## config.mk

```make
export PLATFORM = sky130hd
export DESIGN_NAME = cbpc_cell
export DESIGN_NICKNAME = d
export VERILOG_FILES = /design/src/rtl/cbpc_pkg.sv /design/src/rtl/cbpc_cell.sv
export SDC_FILE = /design/constraint.sdc
export NUM_CORES = 1
export LEC_CHECK = 0
export BUFFER_PORTS_ARGS = -buffer_cell sky130_fd_sc_hd__buf_2
export CORE_MARGIN = 8
export CORE_UTILIZATION = 49
export CTS_BUF_LIST = sky130_fd_sc_hd__clkbuf_8
export DETAILED_ROUTE_END_ITERATION = 8
export GPL_ROUTABILITY_DRIVEN = 0
export PLACE_DENSITY = 0.82
export SLEW_MARGIN = 20
export SYNTH_ARGS = -nofsm -noshare
export SYNTH_HDL_FRONTEND = slang
export SYNTH_SLANG_ARGS = --single-unit
export TNS_END_PERCENT = 1
```

## constraint.sdc

```tcl
create_clock -name i_clk -period 4.4 [get_ports i_clk]
set_input_delay 0.66 -clock i_clk [delete_from_list [all_inputs] [get_ports i_clk]]
set_output_delay 0.66 -clock i_clk [all_outputs]
set_load 0.05 [all_outputs]
```

## src/rtl/cbpc_pkg.sv

```systemverilog
// Shared types, constants and helpers of the constrained ballot path counter.
`timescale 1ns / 1ps
`default_nettype none

package cbpc_pkg;

    localparam int COUNT_W    = 30;
    localparam int GRID_W     = 11;
    localparam int APB_DATA_W = 32;
    localparam int APB_ADDR_W = 3;

    typedef logic [COUNT_W-1:0] t_count;

    localparam t_count COUNT_MOD = t_count'(998244353);

    // Register index, taken from paddr[2].
    localparam logic REG_GRID_SIZE = 1'b0;

    // Per-item control that the sequencer broadcasts to every cell.
    typedef struct packed {
        logic step;       // an item is accepted in this cycle
        logic last_item;  // the item closes the sweep
        logic skip_l;     // value is in the second list: no l step
        logic skip_r;     // value is in the first list: no r step
        logic shift;      // move the result chain one cell toward cell 0
    } t_cell_ctl;

    // Sum of two residues, reduced once.
    function automatic t_count mod_add(input t_count a, input t_count b);
        logic [COUNT_W:0] sum;
        sum = {1'b0, a} + {1'b0, b};
        if (sum >= {1'b0, COUNT_MOD}) begin
            sum = sum - {1'b0, COUNT_MOD};
        end
        return sum[COUNT_W-1:0];
    endfunction

endpackage

`default_nettype wire

```

## src/rtl/cbpc_cell.sv

```systemverilog
// One cell of the diagonal chain: the count at row index IDX and one result slot.
`timescale 1ns / 1ps
`default_nettype none

module cbpc_cell
    import cbpc_pkg::*;
#(
    parameter int IDX = 0,
    parameter int EW  = 12
) (
    input  wire             i_clk,
    input  wire             i_rst_n,
    input  t_cell_ctl       i_ctl,
    input  wire  [EW-1:0]   i_v,
    input  wire  [EW-1:0]   i_n,
    input  t_count          i_prev_count,
    input  t_count          i_next_out,
    output t_count          o_count,
    output t_count          o_out
);

    localparam t_count ORIGIN = (IDX == 0) ? t_count'(1) : '0;

    t_count        r_count;
    t_count        r_out;
    logic [EW:0]   w_v;
    logic [EW:0]   w_lim;
    logic          w_on_diag;
    logic          w_take_l;
    logic          w_take_r;
    t_count        w_new;

    // The point (v - IDX, IDX) lies on the grid when 2*IDX <= v and v - IDX <= n.
    assign w_v       = {1'b0, i_v};
    assign w_lim     = {1'b0, i_n} + (EW+1)'(IDX);
    assign w_on_diag = ((EW+1)'(2 * IDX) <= w_v) && (w_v <= w_lim);
    assign w_take_l  = w_on_diag && ((EW+1)'(2 * IDX) < w_v) && !i_ctl.skip_l;
    assign w_take_r  = w_on_diag && (IDX != 0) && !i_ctl.skip_r;
    assign w_new     = mod_add(w_take_l ? r_count : '0, w_take_r ? i_prev_count : '0);

    always_ff @(posedge i_clk) begin
        if (!i_rst_n) begin
            r_count <= ORIGIN;
        end else if (i_ctl.step) begin
            r_count <= i_ctl.last_item ? ORIGIN : w_new;
        end
    end

    // The result chain: the cell at index n takes the final count, then it walks down.
    always_ff @(posedge i_clk) begin
        if (i_ctl.step && i_ctl.last_item) begin
            r_out <= (i_n == EW'(IDX)) ? w_new : '0;
        end else if (i_ctl.shift) begin
            r_out <= i_next_out;
        end
    end

    assign o_count = r_count;
    assign o_out   = r_out;

endmodule

`default_nettype wire

```

# Word level (Yosys, flattened, before mapping)
# Cells that the tools add are included.
[totals]
inputBits = 91
out_inout_bits = 60
ff_bits = 60
wordCells = 20
[op_classes]
n_lt_le_gt_ge = 4
reduce_logical = 7
mux = 6
n_addsub = 1
[op_table]
columns = ["op", "n"]
rows = [
  ["two-way mux 30 bit", 6],
  ["greater-or-equal comparator 30 bit, second input constant", 1],
  ["subtractor 30 bit, second input constant", 1],
  ["less-or-equal comparator 1 x 12 -> 1 bit, first input constant", 1],
  ["less-or-equal comparator 12 bit", 1],
  ["logical NOT 12 bit", 1],
  ["less-than comparator 1 x 12 -> 1 bit, first input constant", 1],
  ["logical AND 1 bit", 4],
  ["nonzero test 2 bit", 1],
  ["logical NOT 1 bit", 1],
]

# Logic depth before layout (Yosys ltp)
[logic_depth]
word_depth = 9
mapped_depth = 18
mapped_depth_nobuf = 17

# Worst setup path before layout
# No wires, ideal clock.
[synth_path]
path_kind = "input port to flip-flop"
start = "in i_n[1]"
end = "reg r_count[21] (netlist: o_count[21])"
path_buffers = 1
t_required_ps = 4326
slack_ps = 323
arrival_ps = 4003
setup_ps = 74
path_stages = 18
cell_sequence = "inv_1 > ha_1 > nor2b_1 > o211ai_1 > a211oi_1 > o41ai_2 > and2_1 > nand2_1 > inv_1 > ha_1 > nor2_1 > nand2_1 > o31ai_4 > or3_1 > buf_2 > or4_4 > or3_1 > o21ai_0"
[synth_between]
elab_chain_cells = 8
elab_cells_between_ends = 9
classes_between = "add/sub (1); order compare (2); mux (3); reduce/logical (3)"
[synth_lines]
columns = ["element", "line", "text"]
rows = [
  ["start, declared", "cbpc_cell.sv:15", "input wire [EW-1:0] i_n,"],
  ["less-or-equal comparator 12 bit (*)", "cbpc_cell.sv:36", "assign w_on_diag = ((EW+1)'(2 * IDX) <= w_v) && (w_v <= w_lim);"],
  ["logical AND 1 bit (*)", "cbpc_cell.sv:36", ""],
  ["logical AND 1 bit (*) (2 in a row)", "cbpc_cell.sv:37", "assign w_take_l = w_on_diag && ((EW+1)'(2 * IDX) < w_v) && !i_ctl.skip_l;"],
  ["two-way mux 30 bit (*)", "cbpc_cell.sv:39", "assign w_new = mod_add(w_take_l ? r_count : '0, w_take_r ? i_prev_count : '0);"],
  ["subtractor 30 bit or greater-or-equal comparator 30 bit (tied branches)", "cbpc_pkg.sv:33, cbpc_pkg.sv:32", ""],
  ["two-way mux 30 bit (*)", "cbpc_pkg.sv:32", "if (sum >= {1'b0, COUNT_MOD}) begin"],
  ["two-way mux 30 bit (*)", "cbpc_cell.sv:45", "r_count <= i_ctl.last_item ? ORIGIN : w_new;"],
  ["end signal, assigned", "cbpc_cell.sv:45", ""],
  ["end, declared", "cbpc_cell.sv:24", "t_count r_count;"],
]
# Mark *: on every way between the ends. The rest lies on a longest branch, timed or not.
# A chain may end at the register's enable or synchronous reset.

# Worst setup path in the final report
[layout_path]
start = "in i_v[1]"
end = "reg r_out[21] (netlist: o_out[21]) (data pin)"
[layout_between]
elab_chain_cells = 9
elab_cells_between_ends = 12
classes_between = "add/sub (1); order compare (4); mux (4); reduce/logical (3)"
[layout_lines]
columns = ["element", "line", "text"]
rows = [
  ["start, declared", "cbpc_cell.sv:14", "input wire [EW-1:0] i_v,"],
  ["less-or-equal comparator 1 x 12 -> 1 bit or less-or-equal comparator 12 bit (tied branches)", "cbpc_cell.sv:36", ""],
  ["logical AND 1 bit", "cbpc_cell.sv:36", ""],
  ["logical AND 1 bit (*) (2 in a row)", "cbpc_cell.sv:37", ""],
  ["two-way mux 30 bit (*)", "cbpc_cell.sv:39", ""],
  ["subtractor 30 bit or greater-or-equal comparator 30 bit (tied branches)", "cbpc_pkg.sv:33, cbpc_pkg.sv:32", ""],
  ["two-way mux 30 bit (*)", "cbpc_pkg.sv:32", ""],
  ["two-way mux 30 bit (*)", "cbpc_cell.sv:52", "r_out <= (i_n == EW'(IDX)) ? w_new : '0;"],
  ["two-way mux 30 bit (*)", "cbpc_cell.sv:51", "if (i_ctl.step && i_ctl.last_item) begin"],
  ["end signal, assigned", "cbpc_cell.sv:52", ""],
  ["end signal, assigned", "cbpc_cell.sv:54", "r_out <= i_next_out;"],
  ["end, declared", "cbpc_cell.sv:25", "t_count r_out;"],
]
# Marked as above.

==> results.cfg <==
[detailed_routing]
drc = 0
viasPerCell = 5.60
drt_iter0_markers = 346
dr.pass1.iters = 5
wl_microns = 9970
wl_per_cell_microns = 16.4
ant_nets = 0
vias = 3411

[logic_synthesis]
synth_top_area_frac = 0.260
ys_ff_latch = 60
synth_cell_types = 46
synth_area_sq_mm = 0.00347
synthTopCellsByCount = o21ai_0 (52), nand2_1 (44), dfxtp_1 (30), edfxtp_1 (30), inv_1 (26)
avgSynthCellArea_sq_um = 8.98
ys.flop_type = edfxtp_1
yosysWarnings = 0
synthTopCellsByArea = edfxtp_1 (26%), dfxtp_1 (17%), o21ai_0 (7.5%)
synth_edf_count = 30
yosysTopAreaCell = edfxtp_1
synthCells = 386
yosysMostFrequentCell = o21ai_0
ys_seq_area_frac = 0.433
syn_nets = 491
synth-async-reset-ratio = 0

[power]
vdd_drop_max_mv = 0.125
p_leak_uw = 0.00199
power.density_mw_per_mm2 = 317

[layout]
stdcell_count = 609
diodes = 0
drive_gt1_frac = 0.288
multi_input_area_sq_mm = 0.00182
nFillCells = 617
area_growth_pct = 26.0
nets = 613
ff_latch_area_sq_mm = 0.00150
final_area_sq_mm = 0.00437

[timing]
maxSlewHeadroom = 0.385
period_needed_ps = 3700
tns_ps = 0
slew_viol_final = 0
hold_ws_ps = 514
finalSetupViolations = 0
tightest_slew_ps = 921
fin_crit_sh = 0.842
clock_skew_ps = 10.2
rsz0062_at_grt = no
hold_viol_final = 0
max_freq_ghz = 0.270

[setup_path]
criticalPathCategory = input pin to flip-flop
worstPathArrival_ps = 3760
start_kind = input pin
end_kind = flip-flop
required_ps = 4460
ff2ff_setup_slack_ps = 1680
cp_max_fo = 6

[global_routing]
grt_pass1_vias = 3514
grt_usage = 0.203
grt_max_degree = 32
grt_pass1_wl_microns = 16300
grt_overflow = 0
antenna_found_initial = 0

[floorplanning]
die_w_microns = 100
die_area_sq_mm = 0.0100
io_pins = 151
start_util = 0.508
die_h_microns = 100
num_rows = 30
core-area_sq_mm = 0.00683

[cts]
clk_latency_ps = 340
cts_buffers = 9
cts_root_buffer = clkbuf_8
hold_buffers = 0
clockBufferDepth = 2
htreeDepth = 3
clkSinkCount = 60
cts_resized = 0
post_cts_buffers = 0
cts_tree = yes
clkTransAtPathRegs_ps = 70

[place]
dp_cells = 593
postPlaceCellArea_sq_mm = 0.00417
place_hpwl_microns = 7490
io_buffer_count = 119

[flow_run]
max_cap_violations = 0

[min_path]
min_path_type = flip-flop to flip-flop

[run_status]
status = finished clean
==> worst paths after layout <==
kind	startpoint	endpoint	depth (start not counted)
max	i_v[1]	o_out[21]$_DFFE_PP_	15
min	o_count[29]$_SDFFE_PN0P_	o_count[29]$_SDFFE_PN0P_	1
max reg2reg	o_count[12]$_SDFFE_PN0P_	o_out[14]$_DFFE_PP_	8
min reg2reg	o_count[29]$_SDFFE_PN0P_	o_count[29]$_SDFFE_PN0P_	1
==> per-stage QoR <==
stage               worst slack, ps  total power (uW)  utilization
floorplan                       323               825            -
global placement                398               899        0.611
detailed placement              343               907        0.611
CTS                             683              1390        0.639
global route                    416              1440        0.639
finish                          695              1380        0.639
==> registers in the layout, summed over array words and instances, names as in the netlist <==
register / cells
o_out: 30
o_count: 30
==> cells in the final DEF (no fill, tap or decap), drive strengths merged, types with 2 or more instances in the layout <==
cell | netlist | routed
or3 | 14 | 14
o21ai | 52 | 52
clkinv | 0 | 3
nand2 | 44 | 44
or4 | 3 | 3
clkbuf | 12 | 10
nor3 | 10 | 10
a21boi | 2 | 2
a21oi | 17 | 17
xor2 | 5 | 5
nand2b | 2 | 2
o211ai | 2 | 2
o31a | 2 | 2
edfxtp | 30 | 30
a21o | 3 | 3
buf | 2 | 125
o31ai | 5 | 5
nor2 | 22 | 22
and3 | 7 | 7
xnor2 | 21 | 21
dfxtp | 30 | 30
nand3 | 8 | 8
nand4 | 8 | 8
nor2b | 4 | 4
ha | 14 | 14
inv | 26 | 27
nor4 | 8 | 8
a31oi | 5 | 5
and2 | 4 | 4
a22o | 13 | 13
==> cell families after synthesis <==
family / synth area share
AND/OR/NAND/NOR: 0.205
flip-flops: 0.433
XOR/XNOR: 0.0657
adder cells (fa/ha/maj): 0.0505
buffers and inverters: 0.0440
AO/OA/AOI/OAI: 0.201
==> worst max-delay path, stage by stage <==
cell      delay [ps]
buf_2            110
ha_1             290
nor2b_1          130
o211ai_1         150
a211oi_1         100
o41ai_2          320
and2_1           260
nand2_1          110
ha_1             250
nand3_1          150
o31ai_4           70
or3_1            480
or4_4            470
xnor2_1          130
o21ai_0           80
==> layout make-up <==
cell class              instances  area share
well taps                      96      0.0275
clock inverters                 6      0.0126
flip-flops and latches         60       0.344
repair buffers                125       0.147
multi-input cells             286       0.416
inverters                      26      0.0223
clock buffers                  10      0.0315
==> report_power, final <==
part,internal (uW),switching (uW)
sequential,621,7.41
combinational,73.4,191
clock,271,220
==> layer usage <==
layer / vias up / global-route usage / wire length, microns
met3: 27 / 0.0664 / 745
met5: - / 0 / 0
li1: 1656 / - / -
met2: 136 / 0.346 / 4860
met1: 1592 / 0.219 / 4060
met4: 0 / 0.106 / 304
Note: power is estimated with default switching activity, not from simulation.
